--- src/hw/rtl/u8u16_pkg.sv ---
// shared types and constants of the utf-8 to utf-16 transcoder
package u8u16_pkg;

  localparam int BYTE_W    = 8;
  localparam int UNIT_W    = 16;
  localparam int CP_W      = 21;
  localparam int LEFT_W    = 2;

  // output queue, depth must be a power of two and at least 2
  localparam int OUT_DEPTH = 4;
  localparam int OUT_PTR_W = $clog2(OUT_DEPTH);
  localparam int OUT_CNT_W = $clog2(OUT_DEPTH + 1);

  // lead byte tags
  localparam logic [2:0] LEAD2_TAG = 3'b110;
  localparam logic [3:0] LEAD3_TAG = 4'b1110;
  localparam logic [4:0] LEAD4_TAG = 5'b11110;
  localparam logic [1:0] CONT_TAG  = 2'b10;

  localparam logic [CP_W-1:0]   SUPP_BASE = 21'h10000;
  localparam logic [UNIT_W-1:0] HI_SURR   = 16'hD800;
  localparam logic [UNIT_W-1:0] LO_SURR   = 16'hDC00;

  typedef struct packed {
    logic [UNIT_W-1:0] code_unit;
    logic              last_of_run;
  } out_beat_t;

endpackage

--- src/hw/rtl/u8u16_if.sv ---
// valid/ready channels for the transcoder input bytes and output units
interface u8u16_in_if import u8u16_pkg::*; ();
  logic              valid;
  logic              ready;
  logic [BYTE_W-1:0] byte_in;
  logic              text_end;

  modport source (output valid, output byte_in, output text_end, input ready);
  modport sink   (input valid, input byte_in, input text_end, output ready);
endinterface

interface u8u16_out_if import u8u16_pkg::*; ();
  logic              valid;
  logic              ready;
  logic [UNIT_W-1:0] code_unit;
  logic              last_of_run;

  modport source (output valid, output code_unit, output last_of_run, input ready);
  modport sink   (input valid, input code_unit, input last_of_run, output ready);
endinterface

--- src/hw/rtl/utf8_to_utf16_transcoder_core.sv ---
// utf-8 byte stream to utf-16 code unit transcoder, top level
//
//   channel  dir  beat payload                     handshake
//   in_bus   in   byte_in[7:0], text_end           valid/ready
//   out_bus  out  code_unit[15:0], last_of_run     valid/ready
//
// one input byte per cycle while in_bus.ready is high; a byte is decoded in the cycle
// it is accepted and its units are written to the output queue behind any units already waiting
// the four-entry output queue drains one unit per cycle while out_bus.ready is high; in_bus.ready drops
// only while more than two units wait, so a surrogate pair always fits
// synchronous active-low reset clears decoder state and empties the queue
module utf8_to_utf16_transcoder_core import u8u16_pkg::*; (
  input logic         clk,
  input logic         rst_n,
  u8u16_in_if.sink    in_bus,
  u8u16_out_if.source out_bus
);

  logic [CP_W-1:0]      acc_r, acc_nxt;
  logic [LEFT_W-1:0]    left_r, left_nxt;
  logic                 ok_r, ok_nxt;

  out_beat_t            fifo_r [OUT_DEPTH];
  logic [OUT_PTR_W-1:0] wr_r, wr_nxt;
  logic [OUT_PTR_W-1:0] rd_r, rd_nxt;
  logic [OUT_CNT_W-1:0] cnt_r, cnt_nxt;

  logic                 in_fire, out_fire;
  logic                 emit;
  logic [CP_W-1:0]      cp;
  logic [CP_W-1:0]      supp;
  logic                 pair;
  logic [UNIT_W-1:0]    hi_unit, lo_unit;
  logic [1:0]           push_n;
  logic [BYTE_W-1:0]    b;

  assign in_bus.ready = (cnt_r <= OUT_CNT_W'(OUT_DEPTH - 2));
  assign in_fire      = in_bus.valid && in_bus.ready;
  assign out_bus.valid       = (cnt_r != '0);
  assign out_bus.code_unit   = fifo_r[rd_r].code_unit;
  assign out_bus.last_of_run = fifo_r[rd_r].last_of_run;
  assign out_fire     = out_bus.valid && out_bus.ready;

  assign b = in_bus.byte_in;

  // byte decode
  always_comb begin
    acc_nxt  = acc_r;
    left_nxt = left_r;
    ok_nxt   = ok_r;
    emit     = 1'b0;
    cp       = acc_r;
    if (left_r == '0) begin
      if (!b[7]) begin
        emit = 1'b1;
        cp   = CP_W'(b);
      end else if (b[7:5] == LEAD2_TAG) begin
        acc_nxt  = CP_W'(b[4:0]);
        left_nxt = LEFT_W'(1);
        ok_nxt   = 1'b1;
      end else if (b[7:4] == LEAD3_TAG) begin
        acc_nxt  = CP_W'(b[3:0]);
        left_nxt = LEFT_W'(2);
        ok_nxt   = 1'b1;
      end else if (b[7:3] == LEAD4_TAG) begin
        acc_nxt  = CP_W'(b[2:0]);
        left_nxt = LEFT_W'(3);
        ok_nxt   = 1'b1;
      end
    end else begin
      if (ok_r) begin
        if (b[7:6] != CONT_TAG) begin
          ok_nxt = 1'b0;
        end else begin
          acc_nxt = {acc_r[CP_W-7:0], b[5:0]};
        end
      end
      left_nxt = left_r - LEFT_W'(1);
      if (left_r == LEFT_W'(1)) begin
        emit    = ok_nxt;
        cp      = acc_nxt;
        acc_nxt = '0;
        ok_nxt  = 1'b1;
      end
    end
    if (in_bus.text_end) begin
      acc_nxt  = '0;
      left_nxt = '0;
      ok_nxt   = 1'b1;
    end
  end

  // surrogate split
  assign pair    = (cp >= SUPP_BASE);
  assign supp    = cp - SUPP_BASE;
  assign hi_unit = HI_SURR + UNIT_W'(supp[CP_W-1:10]);
  assign lo_unit = LO_SURR | UNIT_W'(supp[9:0]);
  assign push_n  = (in_fire && emit) ? (pair ? 2'd2 : 2'd1) : 2'd0;

  assign wr_nxt  = wr_r + OUT_PTR_W'(push_n);
  assign rd_nxt  = rd_r + OUT_PTR_W'(out_fire);
  assign cnt_nxt = cnt_r + OUT_CNT_W'(push_n) - OUT_CNT_W'(out_fire);

  always_ff @(posedge clk) begin
    if (!rst_n) begin
      acc_r  <= '0;
      left_r <= '0;
      ok_r   <= 1'b1;
      wr_r   <= '0;
      rd_r   <= '0;
      cnt_r  <= '0;
    end else begin
      if (in_fire) begin
        acc_r  <= acc_nxt;
        left_r <= left_nxt;
        ok_r   <= ok_nxt;
      end
      wr_r  <= wr_nxt;
      rd_r  <= rd_nxt;
      cnt_r <= cnt_nxt;
    end
  end

  // queue storage
  always_ff @(posedge clk) begin
    if (in_fire && emit) begin
      if (pair) begin
        fifo_r[wr_r]                   <= '{code_unit: hi_unit, last_of_run: 1'b0};
        fifo_r[wr_r + OUT_PTR_W'(1)]   <= '{code_unit: lo_unit, last_of_run: 1'b1};
      end else begin
        fifo_r[wr_r] <= '{code_unit: cp[UNIT_W-1:0], last_of_run: 1'b1};
      end
    end
  end

endmodule

--- src/flat_wrapper.sv ---
// flat-port wrapper written by rule: the top's interface ports become plain ports
module utf8_to_utf16_transcoder_core_flat import u8u16_pkg::*;
  (clk, rst_n, in_bus_valid, in_bus_byte_in, in_bus_text_end, in_bus_ready, out_bus_valid, out_bus_code_unit, out_bus_last_of_run, out_bus_ready);
  u8u16_in_if in_bus_i ();
  u8u16_out_if out_bus_i ();
  input logic clk;
  input logic rst_n;
  input wire logic [$bits(in_bus_i.valid)-1:0] in_bus_valid;
  input wire logic [$bits(in_bus_i.byte_in)-1:0] in_bus_byte_in;
  input wire logic [$bits(in_bus_i.text_end)-1:0] in_bus_text_end;
  output wire logic [$bits(in_bus_i.ready)-1:0] in_bus_ready;
  output wire logic [$bits(out_bus_i.valid)-1:0] out_bus_valid;
  output wire logic [$bits(out_bus_i.code_unit)-1:0] out_bus_code_unit;
  output wire logic [$bits(out_bus_i.last_of_run)-1:0] out_bus_last_of_run;
  input wire logic [$bits(out_bus_i.ready)-1:0] out_bus_ready;
  assign in_bus_i.valid = in_bus_valid;
  assign in_bus_i.byte_in = in_bus_byte_in;
  assign in_bus_i.text_end = in_bus_text_end;
  assign in_bus_ready = in_bus_i.ready;
  assign out_bus_valid = out_bus_i.valid;
  assign out_bus_code_unit = out_bus_i.code_unit;
  assign out_bus_last_of_run = out_bus_i.last_of_run;
  assign out_bus_i.ready = out_bus_ready;
  utf8_to_utf16_transcoder_core u_core (.clk(clk), .rst_n(rst_n), .in_bus(in_bus_i), .out_bus(out_bus_i));
endmodule
--- config.mk ---
export PLATFORM = sky130hd
export DESIGN_NAME = utf8_to_utf16_transcoder_core_flat
export DESIGN_NICKNAME = d
export VERILOG_FILES = /design/src/hw/rtl/u8u16_pkg.sv /design/src/hw/rtl/u8u16_if.sv /design/src/hw/rtl/utf8_to_utf16_transcoder_core.sv /design/src/flat_wrapper.sv
export SDC_FILE = /design/constraint.sdc
export NUM_CORES = 1
export LEC_CHECK = 0
export ABC_AREA = 1
export ABC_CLOCK_PERIOD_IN_PS = 3650
export BUFFER_PORTS_ARGS = -buffer_cell sky130_fd_sc_hd__buf_2
export CAP_MARGIN = 20
export CELL_PAD_IN_SITES_DETAIL_PLACEMENT = 1
export CELL_PAD_IN_SITES_GLOBAL_PLACEMENT = 1
export CORE_MARGIN = 2
export CORE_UTILIZATION = 32
export DETAILED_ROUTE_END_ITERATION = 7
export GPL_TIMING_DRIVEN = 0
export PLACE_DENSITY = 0.63
export SETUP_SLACK_MARGIN = 0.3
export SLEW_MARGIN = 20
export SYNTH_ARGS = -nofsm -noshare
export SYNTH_HDL_FRONTEND = slang
export SYNTH_SLANG_ARGS = --single-unit
--- constraint.sdc ---
create_clock -name clk -period 3.65 [get_ports clk]
set_clock_uncertainty 0.1 [all_clocks]
set_input_delay 0.365 -clock clk [delete_from_list [all_inputs] [get_ports clk]]
set_output_delay 0.365 -clock clk [all_outputs]
set_load 0.1 [all_outputs]
Yosys cells after proc, flatten, opt, wreduce, memory -nomap -nowiden:

Memory sizes are Yosys's and may differ from the RTL's. A register that Yosys moved wholly into a read port is not among the register bits.
Index checks and enable logic that the tools add are counted.
W data, S select, Z words.

* word-level logic and storage cells: 71
* memory bits (writable): 68
* memories kept: 1
* register bits: 31

Memories
* u_core.fifo_r: depth 4, bits a word 17, rd ports 1, clocked after Yosys merged registers in 1, wr ports 2, line utf8_to_utf16_transcoder_core.sv:23 `out_beat_t fifo_r [OUT_DEPTH];`

* reductions and logical operators: 6
* add/subtract/negate cells: 8
* bitwise gates (word level): 1
* equality and inequality tests: 7
* mux-type cells: 40
* $lt $le $gt $ge: 2

Operators by type and width (number)
* $mux W21: 12
* $ge A21 B17 Y1 const B: 1
* $sub A21 B17 Y21 const B: 1
* $mux W1: 18
* $mux W2: 9
* $mux W17: 1
* $add A15 B12 Y16 const A: 1
* $eq A5 B5 Y1 const B: 1
* $ne A5 B5 Y1 const B: 1
* $eq A4 B4 Y1 const B: 1
* $add A3 B2 Y3: 1
* $eq A3 B3 Y1 const B: 1
* $le A3 B2 Y1 const B: 1
* $logic_and A1 B1 Y1: 3
* $ne A3 B3 Y1 const B: 1
* $reduce_and A3 Y1: 1
* $reduce_bool A3 Y1: 1
* $sub A3 B1 Y3: 1
* $add A2 B1 Y2: 1
* $add A2 B1 Y2 const B: 1
* $add A2 B2 Y2: 1
* $eq A2 B1 Y1 const B: 1
* $logic_not A2 Y1: 1
* $ne A2 B2 Y1 const B: 1
* other kinds (2): 2

Longest topological paths before layout:

Gate-level depths: netlist (run 1).

* word-level depth: 10
* gate-level depth with buffers: 21
* mapped depth without buffers: 20

Least setup slack after synthesis (run 1):

Ideal clock, no wire load.

* path type: flip-flop to flip-flop
* start point: reg u_core.cnt_r[1]
* end point: reg u_core.cnt_r[2]
* setup time: 120 ps
* required time: 3430 ps
* arrival: 3862 ps
* clock period less this slack: 4082 ps
* setup slack: -432 ps
* path buffers: 1
* cell stages (with the launch flop): 13
* path through: dfxtp_1 -> a21oi_1 -> and2_1 -> nand3_1 -> inv_1 -> clkbuf_1 -> nand2_1 -> ha_1 -> inv_1 -> fa_1 -> xor2_1 -> o21ai_0 -> a21oi_1

* word-level cells in the longest chain between the ends: 6
* elaborated cells on any way between the ends: 8
* those cells by class: 2 x add/sub; 1 x order compare; 1 x mux; 4 x reduce/logical

RTL lines
* from (decl): line utf8_to_utf16_transcoder_core.sv:26 `logic [OUT_CNT_W-1:0] cnt_r, cnt_nxt;`
* from (signal assigned): line utf8_to_utf16_transcoder_core.sv:120 `cnt_r <= cnt_nxt;`
* $le A3 B2 Y1: line utf8_to_utf16_transcoder_core.sv:37 `assign in_bus.ready = (cnt_r <= OUT_CNT_W'(OUT_DEPTH - 2));`
* via in_bus_ready: line flat_wrapper.sv:11 `output wire logic [$bits(in_bus_i.ready)-1:0] in_bus_ready;`
* $logic_and A1 B1 Y1: line utf8_to_utf16_transcoder_core.sv:38 `assign in_fire = in_bus.valid && in_bus.ready;`
* $logic_and A1 B1 Y1: line utf8_to_utf16_transcoder_core.sv:98 `assign push_n = (in_fire && emit) ? (pair ? 2'd2 : 2'd1) : 2'd0;`
* $mux W2: line utf8_to_utf16_transcoder_core.sv:98
* $add A3 B2 Y3: line utf8_to_utf16_transcoder_core.sv:102 `assign cnt_nxt = cnt_r + OUT_CNT_W'(push_n) - OUT_CNT_W'(out_fire);`
* $sub A3 B1 Y3: line utf8_to_utf16_transcoder_core.sv:102

The timed path passes the listed nets, and every way through them passes these cells.
A chain may end at the register's enable or synchronous reset.

==> flow_metrics.tcl, run 1 <==
set metrics [dict create \
    hp-class "in -> reg" \
    coreArea_sq_um 17300 \
    p_int_uw 2560 \
    die_width_microns 137 \
    seq_power_share 0.282 \
    combPwrFrac 0.544 \
    critPathCapture "out_bus_code_unit[11]" \
    synth.area.top_cells "edfxtp_1, dfxtp_1, nand2_1, nor2_1, o21ai_0" \
    gr-total-overflow 0 \
    hp-start "rst_n" \
    cellPowerDensity_nw_per_um2 833 \
    met2RoutedLength_mm 10.1 \
    clk_path_buf_depth 2 \
    rsz0062_at_grt "false" \
    cts_root_buffer "clkbuf_16" \
    met3RoutedLength_microns 660 \
    wire_per_inst_microns 19.5 \
    synthTopCellsByCount "nand2_1, nor2_1, inv_1" \
    vias 5545 \
    cts_hold_buf 0 \
    fmax_mhz 318 \
    post-synth-top-count-cell "nand2_1" \
    synth_top_area_frac 0.212 \
    startpoint_type "flip-flop" \
    setup_tns_ns 0 \
    place_hpwl_mm 14.8 \
    seq_area_frac_synth 0.420 \
    arrival_ns 2.68 \
    grt_max_degree 20 \
    post-route-period-util 0.862 \
    critPathLaunch "u_core.rd_r[1]" \
    hold-worst-slack_ns 0.209 \
    p_sw_frac 0.535 \
    diodes 0 \
    synth-seq-cells 99 \
    rr_endpoint "u_core.cnt_r[2]" \
    utilization 0.381 \
    rrSetupSlack_ns 0.51 \
    worst_slack_ns 0.504 \
    yosysUniqueCellTypes 37 \
    critPathCaptureType "output port" \
    drt_iter0_drc 375 \
    max-cap-violations 0 \
    m1WireLength_mm 9.32 \
    worst_pin_slew_ns 0.845 \
    rr_startpoint "u_core.ok_r" \
    drv_slew 0 \
    drc 0 \
    synth.largest_area_cell "edfxtp_1" \
    max-slew-margin-rel 0.435 \
    synth_edf_count 40 \
    routed.top_layer "met4" \
    viasPerCell 5.25 \
    path_delay_family "buffers and inverters" \
    crit_path_frequent_cell "clkbuf_1" \
    cts_tree "yes" \
    synth.net_count 794 \
    die_h_microns 137 \
    numCtsBuffers 9 \
    path_cells "clkbuf_1 > inv_1 > clkbuf_1 > o21ai_0 > o22ai_1 > buf_2" \
    synth_area_sq_um 5670 \
    core.rowCount 48 \
    setup_viol 0 \
    layout_min_cycle_time_ns 3.15 \
    syn_area_per_cell_sq_um 7.34 \
    hold_viol 0 \
    critical_path_depth 6 \
    cts_sinks 99 \
    cts_htree_levels 3 \
    fillerInstances 2151 \
    cp_slowest_cell "clkbuf_1" \
    clk_pin_slew_worst_paths_ns 0.07 \
    cp_num_buf_inv 4 \
    grt_pass1_wl_mm 31.6 \
    ir_drop_uv 542 \
    syn_inst 773 \
    area_growth_pct 16.3 \
    grtUsageTotal 0.226 \
    p_switching_uw 2940 \
    crit_fanout 10 \
    grt_pass1_vias 5646 \
    synth-main-ff-cell "dfxtp_1" \
    clk_latency_ns 0.35 \
    fin_nets 848 \
    num_io_pins 32 \
    required_ns 3.18 \
    leakagePower_uw 0.00280 \
    ys.warnings.count 0 \
    port-buffer-count 31 \
    clkPwrFrac 0.174 \
    r2r_cells 18 \
    firstDrtPassIters 5 \
    antenna_found_initial 0 \
    async_reset_ff_frac 0 \
    crit_path_max_incr_delay_ns 0.46 \
    outcome "complete, no violations" \
    criticalPathCategory "reg -> out" \
    gp_congestion 0.832 \
    pre_cts_ws_ns -0.356 \
    initial_utilization 0.328 \
    finalWirelength_mm 20.6 \
    drtAntennaViolNets 0 \
    drive_above_1_share 0.139 \
    dieArea_sq_um 18800 \
]
## power groups by stage
stage	clock [uW]	sequential, uW	combinational (uW)
2_1_floorplan	0	1530	2230
3_3_place_gp	0	1550	2830
3_5_place_dp	0	1570	2900
4_1_cts	983	1550	2920
5_1_grt	1020	1580	3220
6_report	956	1550	2990
## cells in the final DEF, fill, tap and decap left out, types with 5 or more instances in the layout
cell type,instances
buf_4,13
nor2_2,5
nand4_1,11
buf_2,38
edfxtp_1,40
a31oi_1,17
buf_6,5
nor2_1,108
clkbuf_16,9
nand3b_1,5
a21boi_0,6
o21ai_0,72
clkbuf_1,23
o22ai_1,17
o21ai_1,14
dfxtp_1,56
ha_1,5
a21oi_1,8
a211oi_1,14
nand2_4,9
inv_1,81
nand2_1,157
nand3_1,69
## stage by stage
step	instances	instance area (sq um)	power (uW)
2_1_floorplan	773	5680	3760
3_3_place_gp	1029	6120	4380
3_5_place_dp	1029	6120	4470
4_1_cts	1048	6450	5460
5_1_grt	1057	6600	5810
6_report	1057	6600	5500
## how the worst min path moves through the flow
stage / endpoint / cells past startpoint
after global placement: u_core.fifo_r[1][13] / 2
after detailed placement: u_core.fifo_r[1][14] / 2
after global routing: u_core.acc_r[5] / 3
after floorplan: u_core.fifo_r[1][0] / 2
after CTS: u_core.acc_r[5] / 3
final: u_core.acc_r[5] / 3
## worst reg2reg max path, delay by kind of cell (launching register included)
kind	cells	cell delay, ns
flip-flops	1	0.37
XOR/XNOR	1	0.19
adder cells (fa/ha/maj)	2	0.58
AND/OR/NAND/NOR	10	1.06
buffers and inverters	3	0.53
AO/OA/AOI/OAI	2	0.17
## layout make-up
cell class	count	area, sq um	share of cell area
clock buffer	9	225	0.0341
sequential	99	2390	0.363
clock inverter	7	65.1	0.00987
multi-input combinational	551	2850	0.432
buffer	39	228	0.0345
inverter	84	315	0.0478
timing repair buffer	43	243	0.0368
tap	225	282	0.0427
## state kept, by name (all words and copies together), names as in the netlist
name and cells:
u_core.cnt_r 3, u_core.ok_r 1, u_core.acc_r 21, u_core.rd_r 2, u_core.fifo_r 68, u_core.wr_r 2, u_core.left_r 2
## cells by family after synthesis
family,after synthesis,share of synthesized area
simple gates,376,0.296
compound gates,161,0.162
buf+inv,123,0.0936
flops,99,0.420
fa+ha+maj,8,0.0190
xor+xnor,6,0.00927
## timing repair
item,in CTS,in global routing
setup endpoints to repair,62,28
resized for setup,8,22
pin swaps,4,5
setup buffers,3,8
cloned,0,1
## routing by layer
| layer | GRT usage | vias up |
|---|---|---|
| met2 | 0.393 | 111 |
| li1 | - | 2697 |
| met4 | 0.0664 | 0 |
| met1 | 0.291 | 2708 |
| met5 | 0 | - |
| met3 | 0.0293 | 29 |
Note: power is estimated with default switching activity, not from simulation.
==> run 2: changes to the inputs <==
- GPL_TIMING_DRIVEN: 0 -> 1
==> run 2 against run 1 <==
  * Die area unchanged
  * Final cell count down 1.6%
  * Sequential power about the same
  * Wire length down 6.1%
  * First-iteration DRC count down 28%
  * Sequential share of layout area up 0.40 points
  * Clock power down 0.9%
  * Register-to-register slack about the same
  * Worst hold slack better by 0.019 ns
  * Count of clock-buffer cells in the layout unchanged
  * Core utilization down 0.50 points
  * Critical endpoint is now u_core.cnt_r[2]
  * Largest power group unchanged
==> flow_metrics.tcl, run 2 (synthesized netlist as in run 1, its figures left out) <==
set metrics [dict create \
    drv_slew 0 \
    gr-total-overflow 0 \
    regMostFlops "u_core.fifo_r" \
    critPathCaptureType "flip-flop" \
    antenna_found_initial 0 \
    criticalPathCategory "reg -> reg" \
    die_h_microns 137 \
    viasPerCell 5.26 \
    cts_sinks 99 \
    cts_htree_levels 3 \
    arrival_ns 3.29 \
    num_io_pins 32 \
    gp_congestion 0.816 \
    most-common-layout-cells "nand2_1, nor2_1, inv_1" \
    coreArea_sq_um 17300 \
    grtUsageTotal 0.217 \
    wire_per_inst_microns 18.6 \
    layout_min_cycle_time_ns 3.15 \
    clk_pin_slew_worst_paths_ns 0.08 \
    cts_hold_buf 0 \
    post-route-period-util 0.862 \
    place_hpwl_mm 13.6 \
    hold_viol 0 \
    outcome "complete, no violations" \
    largest_reg_flops 68 \
    max-cap-violations 0 \
    core.rowCount 48 \
    rsz0062_at_grt "false" \
    grt_pass1_wl_mm 31.1 \
    grt_max_degree 35 \
    hold-worst-slack_ns 0.228 \
    startpoint_type "flip-flop" \
    clk_latency_ns 0.36 \
    ir_drop_uv 522 \
    setup_viol 0 \
    cellPowerDensity_nw_per_um2 826 \
    die_width_microns 137 \
    reg.largest.list "u_core.fifo_r (68), u_core.acc_r (21), u_core.cnt_r (3)" \
    drive_above_1_share 0.139 \
    diodes 0 \
    max-slew-margin-rel 0.440 \
    initial_utilization 0.328 \
    cts_tree "yes" \
    port-buffer-count 31 \
    leakagePower_uw 0.00281 \
    firstDrtPassIters 5 \
    grt_pass1_vias 5769 \
    numCtsBuffers 9 \
    hp-class "in -> reg" \
    area_growth_pct 14.8 \
    drt_iter0_drc 270 \
    setup_tns_ns 0 \
    crit_fanout 8 \
    fin_nets 831 \
    layout_commonest_cell "nand2_1" \
    required_ns 3.80 \
    dieArea_sq_um 18800 \
    clk_path_buf_depth 2 \
    finalWirelength_mm 19.3 \
    fmax_mhz 318 \
    cts_root_buffer "clkbuf_16" \
    drc 0 \
    worst_pin_slew_ns 0.839 \
    vias 5467 \
    drtAntennaViolNets 0 \
]
[run 2: stage by stage]
step	setup WS [ns]	cells	util	cell area (sq um)	power, uW
3_5_place_dp	0.0302	1021	0.355	6140	4420
2_1_floorplan	0.476	773	-	5680	3760
5_1_grt	0.313	1040	0.376	6510	5700
3_3_place_gp	0.119	1021	0.355	6140	4330
6_report	0.502	1040	0.376	6510	5380
4_1_cts	0.353	1040	0.374	6480	5390
[run 2: what timing repair did]
action | CTS | global route
endpoints found under the hold margin | 0 | 0
cloned | 0 | 0
setup buffers | 3 | 0
pin swaps | 1 | 3
resized for setup | 2 | 11
endpoints found under the setup margin | 1 | 1
[run 2: path summary, 6_finish.rpt]
path | start | end | slack, ns | depth (start not counted)
min | in_bus_byte_in[3] | u_core.acc_r[3] | 0.23 | 3
max reg2reg | u_core.ok_r | u_core.cnt_r[2] | 0.50 | 18
min reg2reg | u_core.fifo_r[3][14] | u_core.fifo_r[3][14] | 0.38 | 2
max | u_core.ok_r | u_core.cnt_r[2] | 0.50 | 18
[run 2: layout make-up]
class                   count  area [sq um]
inverters                  84           315
fillers                  2192         10800
repair buffers             65           439
multi-input cells         551          2800
clock buffers               9           225
clock inverters             7          57.6
well taps                 225           282
flip-flops and latches     99          2390
[run 2: layer usage]
metal | vias to the layer above | GRT usage | part of all wire
met1 | 2655 | 0.278 | 0.45
met5 | - | 0 | 0
met3 | 32 | 0.0281 | 0.036
met4 | 0 | 0.0848 | 0.023
met2 | 119 | 0.370 | 0.49
li1 | 2661 | - | -
[run 2: power by group]
part,internal [uW],switching [uW]
clock,476,471
combinational,646,2220
sequential,1410,157
total,2530,2850
[run 2: worst max-delay path: stages, from the launching register on]
cell	delay (ns)
dfxtp_2	0.38
nand3_4	0.14
nand2_1	0.08
o21ai_0	0.13
o22ai_2	0.25
ha_2	0.22
inv_1	0.04
nor2_1	0.09
nand2_1	0.06
nor2_1	0.12
nand3_2	0.10
nand2_2	0.12
nand2_1	0.11
ha_1	0.29
inv_1	0.06
fa_2	0.40
xor2_2	0.16
o21ai_1	0.12
a21oi_1	0.05
